### src/hw/rtl/rbc_pkg.sv
// shared types and constants of the rgb box color classifier
// no dependencies; used by every module under hw/rtl
package rbc_pkg;

  // sample width of one color channel
  localparam int SAMPLE_BITS = 10;

  // six bounds per box: r_lo, r_hi, g_lo, g_hi, b_lo, b_hi from the lsb up
  localparam int NUM_BOUNDS = 6;
  localparam int BOX_BITS   = NUM_BOUNDS * SAMPLE_BITS;

  // box registers keep at most 64 bits, bounds above bit 63 read as zero
  localparam int STORE_BITS = (BOX_BITS > 64) ? 64 : BOX_BITS;

  // configuration port
  localparam int CFG_BITS   = BOX_BITS;
  localparam int CFG_IDX_W  = 3;
  localparam int COUNT_BITS = 4;
  localparam int NUM_BOXES  = 6;
  localparam int BOX_IDX_W  = 3;

  // register indexes; box registers 0..5 are also the box indexes
  localparam logic [CFG_IDX_W-1:0] REG_BOX_OFF_TRACK = 3'd0;
  localparam logic [CFG_IDX_W-1:0] REG_BOX_BLACK     = 3'd1;
  localparam logic [CFG_IDX_W-1:0] REG_BOX_WHITE     = 3'd2;
  localparam logic [CFG_IDX_W-1:0] REG_BOX_RED       = 3'd3;
  localparam logic [CFG_IDX_W-1:0] REG_BOX_GREEN     = 3'd4;
  localparam logic [CFG_IDX_W-1:0] REG_BOX_BLUE      = 3'd5;
  localparam logic [CFG_IDX_W-1:0] REG_CONFIRM_COUNT = 3'd6;

  typedef enum logic [2:0] {
    CLS_NONE  = 3'd0,
    CLS_BLACK = 3'd1,
    CLS_WHITE = 3'd2,
    CLS_RED   = 3'd3,
    CLS_GREEN = 3'd4,
    CLS_BLUE  = 3'd5,
    CLS_OFF   = 3'd6
  } color_class_t;

  // one sample after the box compares
  typedef struct packed {
    logic                 valid;
    logic [NUM_BOXES-1:0] hit;
  } sample_hits_t;

  // zero-fill a stored box up to the full bound layout
  function automatic logic [BOX_BITS-1:0] box_widen(input logic [STORE_BITS-1:0] v);
    logic [BOX_BITS-1:0] w;
    w = '0;
    for (int i = 0; i < STORE_BITS; i++) begin
      w[i] = v[i];
    end
    return w;
  endfunction

  // class to box index: off-track lives in box 0, the others in their own code
  function automatic logic [BOX_IDX_W-1:0] box_of(input color_class_t cls);
    logic [BOX_IDX_W-1:0] idx;
    case (cls)
      CLS_OFF:   idx = REG_BOX_OFF_TRACK;
      CLS_BLACK: idx = REG_BOX_BLACK;
      CLS_WHITE: idx = REG_BOX_WHITE;
      CLS_RED:   idx = REG_BOX_RED;
      CLS_GREEN: idx = REG_BOX_GREEN;
      CLS_BLUE:  idx = REG_BOX_BLUE;
      default:   idx = REG_BOX_OFF_TRACK;
    endcase
    return idx;
  endfunction

endpackage

### src/hw/rtl/rbc_box_match.sv
// strict in-box test of one rgb sample against one packed box
// depends on rbc_pkg
module rbc_box_match (
  input  logic [rbc_pkg::BOX_BITS-1:0]    box,
  input  logic [rbc_pkg::SAMPLE_BITS-1:0] red,
  input  logic [rbc_pkg::SAMPLE_BITS-1:0] green,
  input  logic [rbc_pkg::SAMPLE_BITS-1:0] blue,
  output logic                            hit
);

  localparam int SB = rbc_pkg::SAMPLE_BITS;

  logic [SB-1:0] r_lo, r_hi, g_lo, g_hi, b_lo, b_hi;

  assign r_lo = box[0*SB +: SB];
  assign r_hi = box[1*SB +: SB];
  assign g_lo = box[2*SB +: SB];
  assign g_hi = box[3*SB +: SB];
  assign b_lo = box[4*SB +: SB];
  assign b_hi = box[5*SB +: SB];

  // both bounds strict on every channel
  assign hit = (red   > r_lo) && (red   < r_hi) &&
               (green > g_lo) && (green < g_hi) &&
               (blue  > b_lo) && (blue  < b_hi);

endmodule

### src/hw/rtl/rbc_decide.sv
// decision state (held class, match count) and the result register
// depends on rbc_pkg
module rbc_decide (
  input  logic                             clk,
  input  logic                             rst,
  input  rbc_pkg::sample_hits_t            sample,
  input  logic [rbc_pkg::COUNT_BITS-1:0]   confirm_count,
  output logic                             take,
  output logic                             out_valid,
  input  logic                             out_ready,
  output logic [2:0]                       color_class
);

  rbc_pkg::color_class_t             held_class, held_class_next;
  logic [rbc_pkg::COUNT_BITS-1:0]    match_count, match_count_next;
  logic [rbc_pkg::COUNT_BITS-1:0]    need, count_inc;
  rbc_pkg::color_class_t             first_class, emit_class;
  logic                              emit, held_hit;

  // sample leaves the input register when the result register can take it
  assign take = sample.valid && (!out_valid || out_ready);

  assign need      = (confirm_count == '0) ? rbc_pkg::COUNT_BITS'(1) : confirm_count;
  assign count_inc = match_count + rbc_pkg::COUNT_BITS'(1);
  assign held_hit  = sample.hit[rbc_pkg::box_of(held_class)];

  // priority: off-track, black, white, red, green, blue
  always_comb begin
    if (sample.hit[rbc_pkg::REG_BOX_OFF_TRACK]) begin
      first_class = rbc_pkg::CLS_OFF;
    end else if (sample.hit[rbc_pkg::REG_BOX_BLACK]) begin
      first_class = rbc_pkg::CLS_BLACK;
    end else if (sample.hit[rbc_pkg::REG_BOX_WHITE]) begin
      first_class = rbc_pkg::CLS_WHITE;
    end else if (sample.hit[rbc_pkg::REG_BOX_RED]) begin
      first_class = rbc_pkg::CLS_RED;
    end else if (sample.hit[rbc_pkg::REG_BOX_GREEN]) begin
      first_class = rbc_pkg::CLS_GREEN;
    end else if (sample.hit[rbc_pkg::REG_BOX_BLUE]) begin
      first_class = rbc_pkg::CLS_BLUE;
    end else begin
      first_class = rbc_pkg::CLS_NONE;
    end
  end

  always_comb begin
    held_class_next  = held_class;
    match_count_next = match_count;
    emit             = 1'b0;
    emit_class       = rbc_pkg::CLS_NONE;
    if (held_class == rbc_pkg::CLS_NONE) begin
      if (first_class == rbc_pkg::CLS_NONE || need <= rbc_pkg::COUNT_BITS'(1)) begin
        emit       = 1'b1;
        emit_class = first_class;
      end else begin
        held_class_next  = first_class;
        match_count_next = rbc_pkg::COUNT_BITS'(1);
      end
    end else if (!held_hit) begin
      emit             = 1'b1;
      emit_class       = rbc_pkg::CLS_NONE;
      held_class_next  = rbc_pkg::CLS_NONE;
      match_count_next = '0;
    end else if (count_inc == '0 || count_inc >= need) begin
      // counter wrap also closes the decision
      emit             = 1'b1;
      emit_class       = held_class;
      held_class_next  = rbc_pkg::CLS_NONE;
      match_count_next = '0;
    end else begin
      match_count_next = count_inc;
    end
  end

  always_ff @(posedge clk) begin
    if (rst) begin
      held_class  <= rbc_pkg::CLS_NONE;
      match_count <= '0;
    end else if (take) begin
      held_class  <= held_class_next;
      match_count <= match_count_next;
    end
  end

  always_ff @(posedge clk) begin
    if (rst) begin
      out_valid <= 1'b0;
    end else if (take && emit) begin
      out_valid <= 1'b1;
    end else if (out_ready) begin
      out_valid <= 1'b0;
    end
  end

  always_ff @(posedge clk) begin
    if (take && emit) begin
      color_class <= emit_class;
    end
  end

  a_count_with_hold: assert property (@(posedge clk) disable iff (rst)
    (held_class != rbc_pkg::CLS_NONE) |-> (match_count != '0))
    else $error("decision held with zero match count");

  a_count_idle_zero: assert property (@(posedge clk) disable iff (rst)
    (held_class == rbc_pkg::CLS_NONE) |-> (match_count == '0))
    else $error("match count nonzero with no decision");

  a_emit_lands: assert property (@(posedge clk) disable iff (rst)
    (take && emit) |=> (out_valid && color_class == $past(emit_class)))
    else $error("result lost on transfer into output register");

  a_start_holds: assert property (@(posedge clk) disable iff (rst)
    (take && !emit && held_class == rbc_pkg::CLS_NONE) |=>
      (held_class != rbc_pkg::CLS_NONE))
    else $error("silent first sample did not open a decision");

endmodule

### src/hw/rtl/rgb_box_color_classifier.sv
// top level of the rgb box color classifier: config registers, input register,
// six box comparators and the decision stage; depends on rbc_pkg, rbc_box_match
// and rbc_decide
//
// The block takes one raw rgb sample per cycle and gives zero or one color
// class per sample. A sample is caught in the input register; in the next
// cycle it is compared against all six boxes at once and the decision stage
// either opens a decision, counts a confirming sample, or loads a result into
// the output register. A sample that gives a result puts it on the output in the
// cycle after its transfer, so the result passes the input and output registers
// before it transfers out; throughput is one sample per cycle, set by the
// single compare-and-decide stage between the input and result registers,
// and the input side stalls only while the output register holds a result
// that has not been taken. Box and confirm-count registers are written through
// cfg_write/cfg_index/cfg_data and should be changed only while no sample is
// in flight; an index beyond the confirm-count register is ignored.
module rgb_box_color_classifier (
  input  logic                              clk,
  input  logic                              rst,
  // configuration write port
  input  logic                              cfg_write,
  input  logic [rbc_pkg::CFG_IDX_W-1:0]     cfg_index,
  input  logic [rbc_pkg::CFG_BITS-1:0]      cfg_data,
  // sample input channel
  input  logic                              in_valid,
  output logic                              in_ready,
  input  logic [rbc_pkg::SAMPLE_BITS-1:0]   red,
  input  logic [rbc_pkg::SAMPLE_BITS-1:0]   green,
  input  logic [rbc_pkg::SAMPLE_BITS-1:0]   blue,
  // class output channel
  output logic                              out_valid,
  input  logic                              out_ready,
  output logic [2:0]                        color_class
);

  // box registers, indexed by register index (off-track is box 0)
  logic [rbc_pkg::STORE_BITS-1:0]  box [rbc_pkg::NUM_BOXES];
  logic [rbc_pkg::COUNT_BITS-1:0]  confirm_count;

  // input register
  logic                            s1_valid;
  logic [rbc_pkg::SAMPLE_BITS-1:0] s1_red, s1_green, s1_blue;

  logic [rbc_pkg::NUM_BOXES-1:0]   hit;
  rbc_pkg::sample_hits_t           sample;
  logic                            take;

  // configuration writes, no wait states
  always_ff @(posedge clk) begin
    if (rst) begin
      for (int i = 0; i < rbc_pkg::NUM_BOXES; i++) begin
        box[i] <= '0;
      end
      confirm_count <= rbc_pkg::COUNT_BITS'(1);
    end else if (cfg_write) begin
      for (int i = 0; i < rbc_pkg::NUM_BOXES; i++) begin
        if (cfg_index == rbc_pkg::CFG_IDX_W'(i)) begin
          box[i] <= cfg_data[rbc_pkg::STORE_BITS-1:0];
        end
      end
      if (cfg_index == rbc_pkg::REG_CONFIRM_COUNT) begin
        confirm_count <= cfg_data[rbc_pkg::COUNT_BITS-1:0];
      end
    end
  end

  // input register empties into the decision stage whenever that stage takes it
  assign in_ready = !s1_valid || take;

  always_ff @(posedge clk) begin
    if (rst) begin
      s1_valid <= 1'b0;
    end else if (in_ready) begin
      s1_valid <= in_valid;
    end
  end

  always_ff @(posedge clk) begin
    if (in_valid && in_ready) begin
      s1_red   <= red;
      s1_green <= green;
      s1_blue  <= blue;
    end
  end

  // all six boxes compared in parallel
  for (genvar g = 0; g < rbc_pkg::NUM_BOXES; g++) begin : g_box
    rbc_box_match u_match (
      .box   (rbc_pkg::box_widen(box[g])),
      .red   (s1_red),
      .green (s1_green),
      .blue  (s1_blue),
      .hit   (hit[g])
    );
  end

  assign sample.valid = s1_valid;
  assign sample.hit   = hit;

  // held class, confirm counting and result register
  rbc_decide u_decide (
    .clk           (clk),
    .rst           (rst),
    .sample        (sample),
    .confirm_count (confirm_count),
    .take          (take),
    .out_valid     (out_valid),
    .out_ready     (out_ready),
    .color_class   (color_class)
  );

endmodule

### config.mk
export PLATFORM = sky130hd
export DESIGN_NAME = rgb_box_color_classifier
export DESIGN_NICKNAME = d
export VERILOG_FILES = /design/src/hw/rtl/rbc_pkg.sv /design/src/hw/rtl/rbc_box_match.sv /design/src/hw/rtl/rbc_decide.sv /design/src/hw/rtl/rgb_box_color_classifier.sv
export SDC_FILE = /design/constraint.sdc
export NUM_CORES = 1
export LEC_CHECK = 0
export ABC_AREA = 1
export BUFFER_PORTS_ARGS = -buffer_cell sky130_fd_sc_hd__clkbuf_2
export CORE_MARGIN = 3
export CORE_UTILIZATION = 32
export CTS_BUF_LIST = sky130_fd_sc_hd__clkbuf_8
export CTS_CLUSTER_DIAMETER = 40
export DETAILED_ROUTE_END_ITERATION = 8
export PLACE_DENSITY = 0.53
export SLEW_MARGIN = 20
export SYNTH_ARGS = -nofsm -noshare
export SYNTH_HDL_FRONTEND = slang
export SYNTH_SLANG_ARGS = --single-unit
### constraint.sdc
create_clock -name clk -period 3.5 [get_ports clk]
set_input_delay 0.35 -clock clk [delete_from_list [all_inputs] [get_ports clk]]
set_output_delay 0.35 -clock clk [all_outputs]
set_load 0.02 [all_outputs]
======== Word level (Yosys, flattened, before mapping) ========
Memory sizes are Yosys's and may differ from the RTL's.
Cells that the tools add are included.
cells by class
  $add $sub $neg .......................... 1
  magnitude comparators ................... 39
  equality and inequality tests ........... 13
  multiplexer cells ....................... 60
  bitwise logic cells ..................... 6
  reduce and logical (&&, ||, !) cells .... 48
operators with widths
  cell                                                                    count
  60-bit two-way mux                                                      6
  10-bit greater-than comparator                                          18
  10-bit < comparator                                                     18
  3-bit two-way mux                                                       14
  1-bit logical AND                                                       33
  1-bit two-way mux                                                       33
  4-bit two-way mux                                                       5
  3-bit == test (second input constant)                                   5
  3-bit case mux with 5 select lines                                      1
  3-bit by 2-bit == test with 1-bit output (second input constant)        4
  3-bit zero test                                                         3
  4-bit zero test                                                         2
  3-bit by 1-bit == test with 1-bit output (second input constant)        2
  1-bit OR                                                                6
  4-bit by 1-bit adder with 4-bit output (second input constant)          1
  4-bit >= comparator                                                     1
  4-bit by 1-bit <= comparator with 1-bit output (second input constant)  1
  1-bit logical OR                                                        4
  3-bit by 4-bit < comparator with 1-bit output (second input constant)   1
  2-bit AND reduction                                                     2
  1-bit binary-select mux with 3-bit select                               1
  3-bit != test (second input constant)                                   1
  3-bit AND reduction                                                     1
  1-bit zero test                                                         2
  other kinds (2)                                                         2
storage, ports and cells
  bits in registers ....................... 46
  bits in writable memories ............... 360
  output and inout bits ................... 5
  word-level logic and storage cells ...... 177
  memories ................................ 1
memory list
  memory  words  bits a word  read ports  clocked after memory_dff  wr ports  line                            source
  box     6      60           6           0                         6         rgb_box_color_classifier.sv:37  logic [rbc_pkg::STORE_BITS-1:0] box [rbc_pkg::NUM_BOXES];

======== Longest topological paths before layout ========
  depth after elaboration ................. 18
  mapped depth ............................ 23
  gate-level depth less buffers ........... 23

======== Modules after synthesis ========
From an unflattened synthesis, not the netlist that was laid out.
unflattened totals
  cell total of the unflattened synthesis .. 2596
  area total of the unflattened synthesis .. 24320.8 µm²
by module, submodules not included
  module                    instances  cells an instance  area an instance (µm²)  seq. area each (µm²)
  rgb_box_color_classifier  1          902                13788.2                 11811.3
  rbc_box_match             6          260                1614.0                  0.0
  rbc_decide                1          134                848.3                   250.2

======== Worst setup path before layout ========
No wires, ideal clock.
  path type ............................... input to register
  start point ............................. input port cfg_write
  end point ............................... memory box[3][0] in the netlist's numbering (enable)
  setup time .............................. 419 ps
  data arrival time ....................... 2065 ps
  setup slack ............................. 1016 ps
  stages on the path ...................... 4
  path buffers ............................ 0
  cells stage by stage .................... inv_1 > nor2_1 > nand3_1 > nand2_1
RTL lines
  element      line                            source
  from (decl)  rgb_box_color_classifier.sv:21  input logic cfg_write,
  to (decl)    rgb_box_color_classifier.sv:37

======== Final worst setup path ========
  start point ............................. register s1_red[2] in the netlist's numbering
  end point ............................... register u_decide.color_class[1] (enable)
on the way
  word-level cells in the longest chain between the ends .. 17
  elaborated cells between the ends (all ways) .. 56
ends and longest elaborated chain
  element                                                                line                            source
  from (decl)                                                            rgb_box_color_classifier.sv:42  logic [rbc_pkg::SAMPLE_BITS-1:0] s1_red, s1_green, s1_blue;
  from (signal assigned)                                                 rgb_box_color_classifier.sv:80  s1_red <= red;
  10-bit greater-than comparator or 10-bit < comparator (tied branches)  rbc_box_match.sv:23             assign hit = (red > r_lo) && (red < r_hi) &&
  1-bit logical AND (2 in a row)                                         rbc_box_match.sv:23
  1-bit logical AND (2 in a row)                                         rbc_box_match.sv:24             (green > g_lo) && (green < g_hi) &&
  1-bit logical AND                                                      rbc_box_match.sv:25             (blue > b_lo) && (blue < b_hi);
  3-bit two-way mux                                                      rbc_decide.sv:39                end else if (sample.hit[rbc_pkg::REG_BOX_BLUE]) begin
  3-bit two-way mux                                                      rbc_decide.sv:37                end else if (sample.hit[rbc_pkg::REG_BOX_GREEN]) begin
  3-bit two-way mux                                                      rbc_decide.sv:35                end else if (sample.hit[rbc_pkg::REG_BOX_RED]) begin
  3-bit two-way mux                                                      rbc_decide.sv:33                end else if (sample.hit[rbc_pkg::REG_BOX_WHITE]) begin
  3-bit two-way mux                                                      rbc_decide.sv:31                end else if (sample.hit[rbc_pkg::REG_BOX_BLACK]) begin
  3-bit two-way mux                                                      rbc_decide.sv:29                if (sample.hit[rbc_pkg::REG_BOX_OFF_TRACK]) begin
  3-bit zero test                                                        rbc_decide.sv:52                if (first_class == rbc_pkg::CLS_NONE || need <= rbc_pkg::COUNT_BITS'(1)) begin
  1-bit logical OR                                                       rbc_decide.sv:52
  1-bit two-way mux                                                      rbc_decide.sv:52
  1-bit two-way mux (*)                                                  rbc_decide.sv:51                if (held_class == rbc_pkg::CLS_NONE) begin
  1-bit logical AND (*)                                                  rbc_decide.sv:96                if (take && emit) begin
  to (signal assigned)                                                   rbc_decide.sv:97                color_class <= emit_class;
  to (decl)                                                              rbc_decide.sv:11                output logic [2:0] color_class
Mark *: on every way between the ends. The rest lies on a longest branch, timed or not. The select of a mux whose other input is x is not followed.
A chain may end at the register's enable or synchronous reset.

==> summary.txt <==
Pwr
  – Comb power frac: 13.1%
  – Internal Dissipation: 0.00965 W
  – Worst VDD drop: 0.300 mV
  – Clk pwr share: 43.0%
  – Power share of the sequential group: 43.9%
  – Switching pwr: 0.00359 W
  – PwrDens: 471 mW/mm²
  – Leakage: 13.6 nW
  – Switching fraction of total power: between 20% and 30%

Synth
  – Number of synthesized flops with an enable pin: 393
  – Synth Area in Adders: 18.3%
  – Synthesized Nets: between 2000 and 3000
  – Post-synth cell types: 37
  – Compound-Gate Fraction of Synth Area: 4.98%
  – Largest family of logic cells by synthesized area: adder cells
  – Xor/xnor cell area share of the yosys netlist: 0.0736%
  – Synth Register Bits: between 400 and 500
  – Fraction of the mapped netlist area in simple logic gates: around 17%
  – Post-synth ARST share: 0%
  – Synth Cell Area: 0.0238 mm²
  – Sequential share of the synthesized area: 50.7%
  – Mapped Avg Cell Area: 9.40 µm²
  – Predominant post-synthesis flop cell: edfxtp_1
  – Synthesis Warnings: 0
  – Cells after synthesis: 2530
  – Post-synthesis mux area share: 0%

Routing
  – Via density: between 4 and 5
  – Via count: about 18000
  – Drt pass-1 iters: 5
  – Final wirelength: 66400 µm
  – Drt initial violations: 843
  – # DRC: 0
  – Post-DRT Antenna Nets: 0
  – WL per Instance: about 17 µm

Timing
  – # setup viols final: 0
  – Fin. max-slew vios: 0
  – Slew margin rel.: 26.4%
  – Slew @ Worst Pin: 1.10 ns
  – Minimum clock period: 3.23 ns
  – Setup TNS: 0 ns
  – RSZ-0062 raised after global routing: false
  – Fin Clk Skew: 0.0373 ns
  – Final worst path period share: 92.3%
  – Final number of hold-violating endpoints: 0
  – Final setup margin: ~0.27 ns
  – Max Fclk: 0.310 GHz

Job
  – Max_cap viols: 0

GRT
  – Largest net degree at the start of global routing: 61
  – Met3 Track Usage GR: 3.65%
  – GRT Overall Usage: 17.3%
  – Global-route wire length before repair: 103000 µm
  – M1 GR Usage: between 20% and 30%
  – Initial antenna violation count: 1
  – Vias in the first global route: about 18000
  – Global route overflow: 0
  – GRT Max-Usage Layer: met2
  – GR Layer Usage met2: 29.6%

Clocking
  – H-tree Lvls: 3
  – Post-cts sizing count: 0
  – Total CTS buffers: 91
  – Skew-Pair Late Insertion Delay: 0.66 ns
  – Clk root buf: clkbuf_8
  – Total clock sinks: 406
  – Longest Clk Path Bufs: 3
  – Clock-pin slew on the worst setup and hold paths: 0.06 ns
  – CTS tree: done

Finish
  – Area growth, synth to finish: 18.1%
  – Commonest non-fill, non-tap cell in the layout: inv_1
  – Share of layout cells above drive strength 1: 10.9%
  – Fillers: 7335
  – Total area of sequential cells: 0.0121 mm²
  – Nets: about 3200
  – Fin cells: 3796
  – Commonest cells after routing, fill and taps aside: 525 x inv_1, 513 x nor2_1, 393 x edfxtp_1
  – Multi-input logic area: 0.00973 mm²

Die
  – # rows: 99
  – Die ar.: 0.0776 mm²
  – Num ports: slightly above 100
  – Area of the core: around 0.073 mm²
  – Initial core utilization: 32.4%
  – Die H: 279 µm
  – Die Span X: 279 µm

Worst setup path
  – CP peak stage delay: 0.80 ns
  – Cell mode on critical path: nor2_1
  – Maximum fanout along the worst path: 12
  – Critical Path AT: 3.60 ns
  – CP required: between 3 and 4 ns
  – Slowest-stage cell, CP: edfxtp_1
  – Critical path capture point type: flop
  – CP Launch Type: flop
  – Worst-path cell chain: ha_1, nand2_1, nor2_1, nand2_1, nor2_1, nor2_1, nand3_1, nor2_1, nand4_2, nand2_1, nor2_2, nor2_2, nand2_2, nand3_1, nand3_1, inv_1
  – Critical path type: flop to flop

Place
  – GP Congestion: around 0.87
  – PortBufs: 102
  – DP Worst Slack: 0.112 ns
  – Dpl cells: ~3600
  – Hpwl dp: 44800 µm

Status
  – Status: finished, final reports clean

Min path
  – Hold/Removal Path Class: primary input to flop
-- routing by layer --
| layer | up-vias | routed length (µm) |
|---|---|---|
| met2 | 399 | 31800 |
| met1 | 8355 | 28600 |
| met3 | 134 | 3360 |
| li1 | 8753 | - |
| met4 | 0 | 2590 |
| met5 | - | 0 |
-- sequential cells by signal, indices dropped and copies added (netlist names) --
| signal | count |
|---|---|
| u_decide.match_count | 4 |
| confirm_count | 4 |
| u_decide.held_class | 3 |
| box | 360 |
| u_decide.out_valid | 1 |
| s1_blue | 10 |
| u_decide.color_class | 3 |
| s1_green | 10 |
| s1_valid | 1 |
| s1_red | 10 |
-- power by group through the flow --
stage,clock (W),sequential (W),combinational (W)
2_1_floorplan,0,0.00587,0.00109
3_3_place_gp,0,0.00593,0.00162
3_5_place_dp,0,0.00594,0.00167
4_1_cts,0.00584,0.00584,0.00171
5_1_grt,0.00607,0.00585,0.00201
6_report,0.00569,0.00582,0.00173
-- worst paths after layout --
| kind | start | endpoint | slack [ns] | cells after the start |
|---|---|---|---|---|
| hold reg to reg | u_decide.match_count[3] | u_decide.match_count[3] | 0.51 | 2 |
| hold / removal | cfg_data[50] | box[4][50] | 0.08 | 3 |
| setup / recovery | s1_red[2] | u_decide.color_class[1] | 0.27 | 16 |
| setup reg to reg | s1_red[2] | u_decide.color_class[1] | 0.27 | 16 |
-- worst max-delay path, delay by kind of cell (launching register included) --
kind | cells | cell delay [ns]
and+or+nand+nor | 14 | 1.64
DFF | 1 | 0.80
buffers and inverters | 1 | 0.12
adders and majority gates | 1 | 0.35
-- per-stage QoR --
stage	area [µm²]	total power (W)	hold slack (ns)	utilization [%]
2_1_floorplan	23800	0.00696	0.419	-
3_3_place_gp	25600	0.00755	0.487	34.9
3_5_place_dp	25600	0.00761	0.494	34.9
4_1_cts	27900	0.0134	0.0108	38.0
5_1_grt	28100	0.0139	0.0505	38.3
6_report	28100	0.0132	0.0792	38.3
-- area by class of cell --
| cell class | count | share of cell area [%] |
|---|---|---|
| sequential | 406 | 43.0 |
| multi-input combinational | 1575 | 34.7 |
| inverter | 511 | 6.83 |
| clock buffer | 93 | 4.56 |
| timing repair buffer | 179 | 4.37 |
| tap | 959 | 4.27 |
| clock inverter | 71 | 2.35 |
| antenna | 2 | 0.0178 |
-- cells in the mapped netlist, types with 4 or more instances --
cell,instances,area share [%]
a21o_1,8,0.25
a21oi_1,127,2.7
clkbuf_1,36,0.57
dfxtp_1,13,1.1
edfxtp_1,393,50
ha_1,347,18
inv_1,507,8.0
inv_2,4,0.063
nand2_1,369,5.8
nand3_1,69,1.5
nand3b_1,9,0.28
nand4_1,27,0.71
nor2_1,513,8.1
nor2_2,6,0.16
nor3_1,5,0.11
nor4_1,7,0.18
o211ai_1,17,0.54
o21a_1,12,0.38
o21ai_0,30,0.63
o21bai_1,8,0.25
-- cells by family after synthesis --
group | count (synthesis)
simple gates | 1016
buf+inv | 549
flops | 406
fa+ha+maj | 347
compound gates | 210
xor+xnor | 2
-- what timing repair did --
action                                  in CTS  in global routing
endpoints found under the setup margin       0                 10
hold buffers                                35                  0
buffers inserted                             0                 27
hold endpoints to repair                    36                  0
Power figures use the tool's default switching activity.
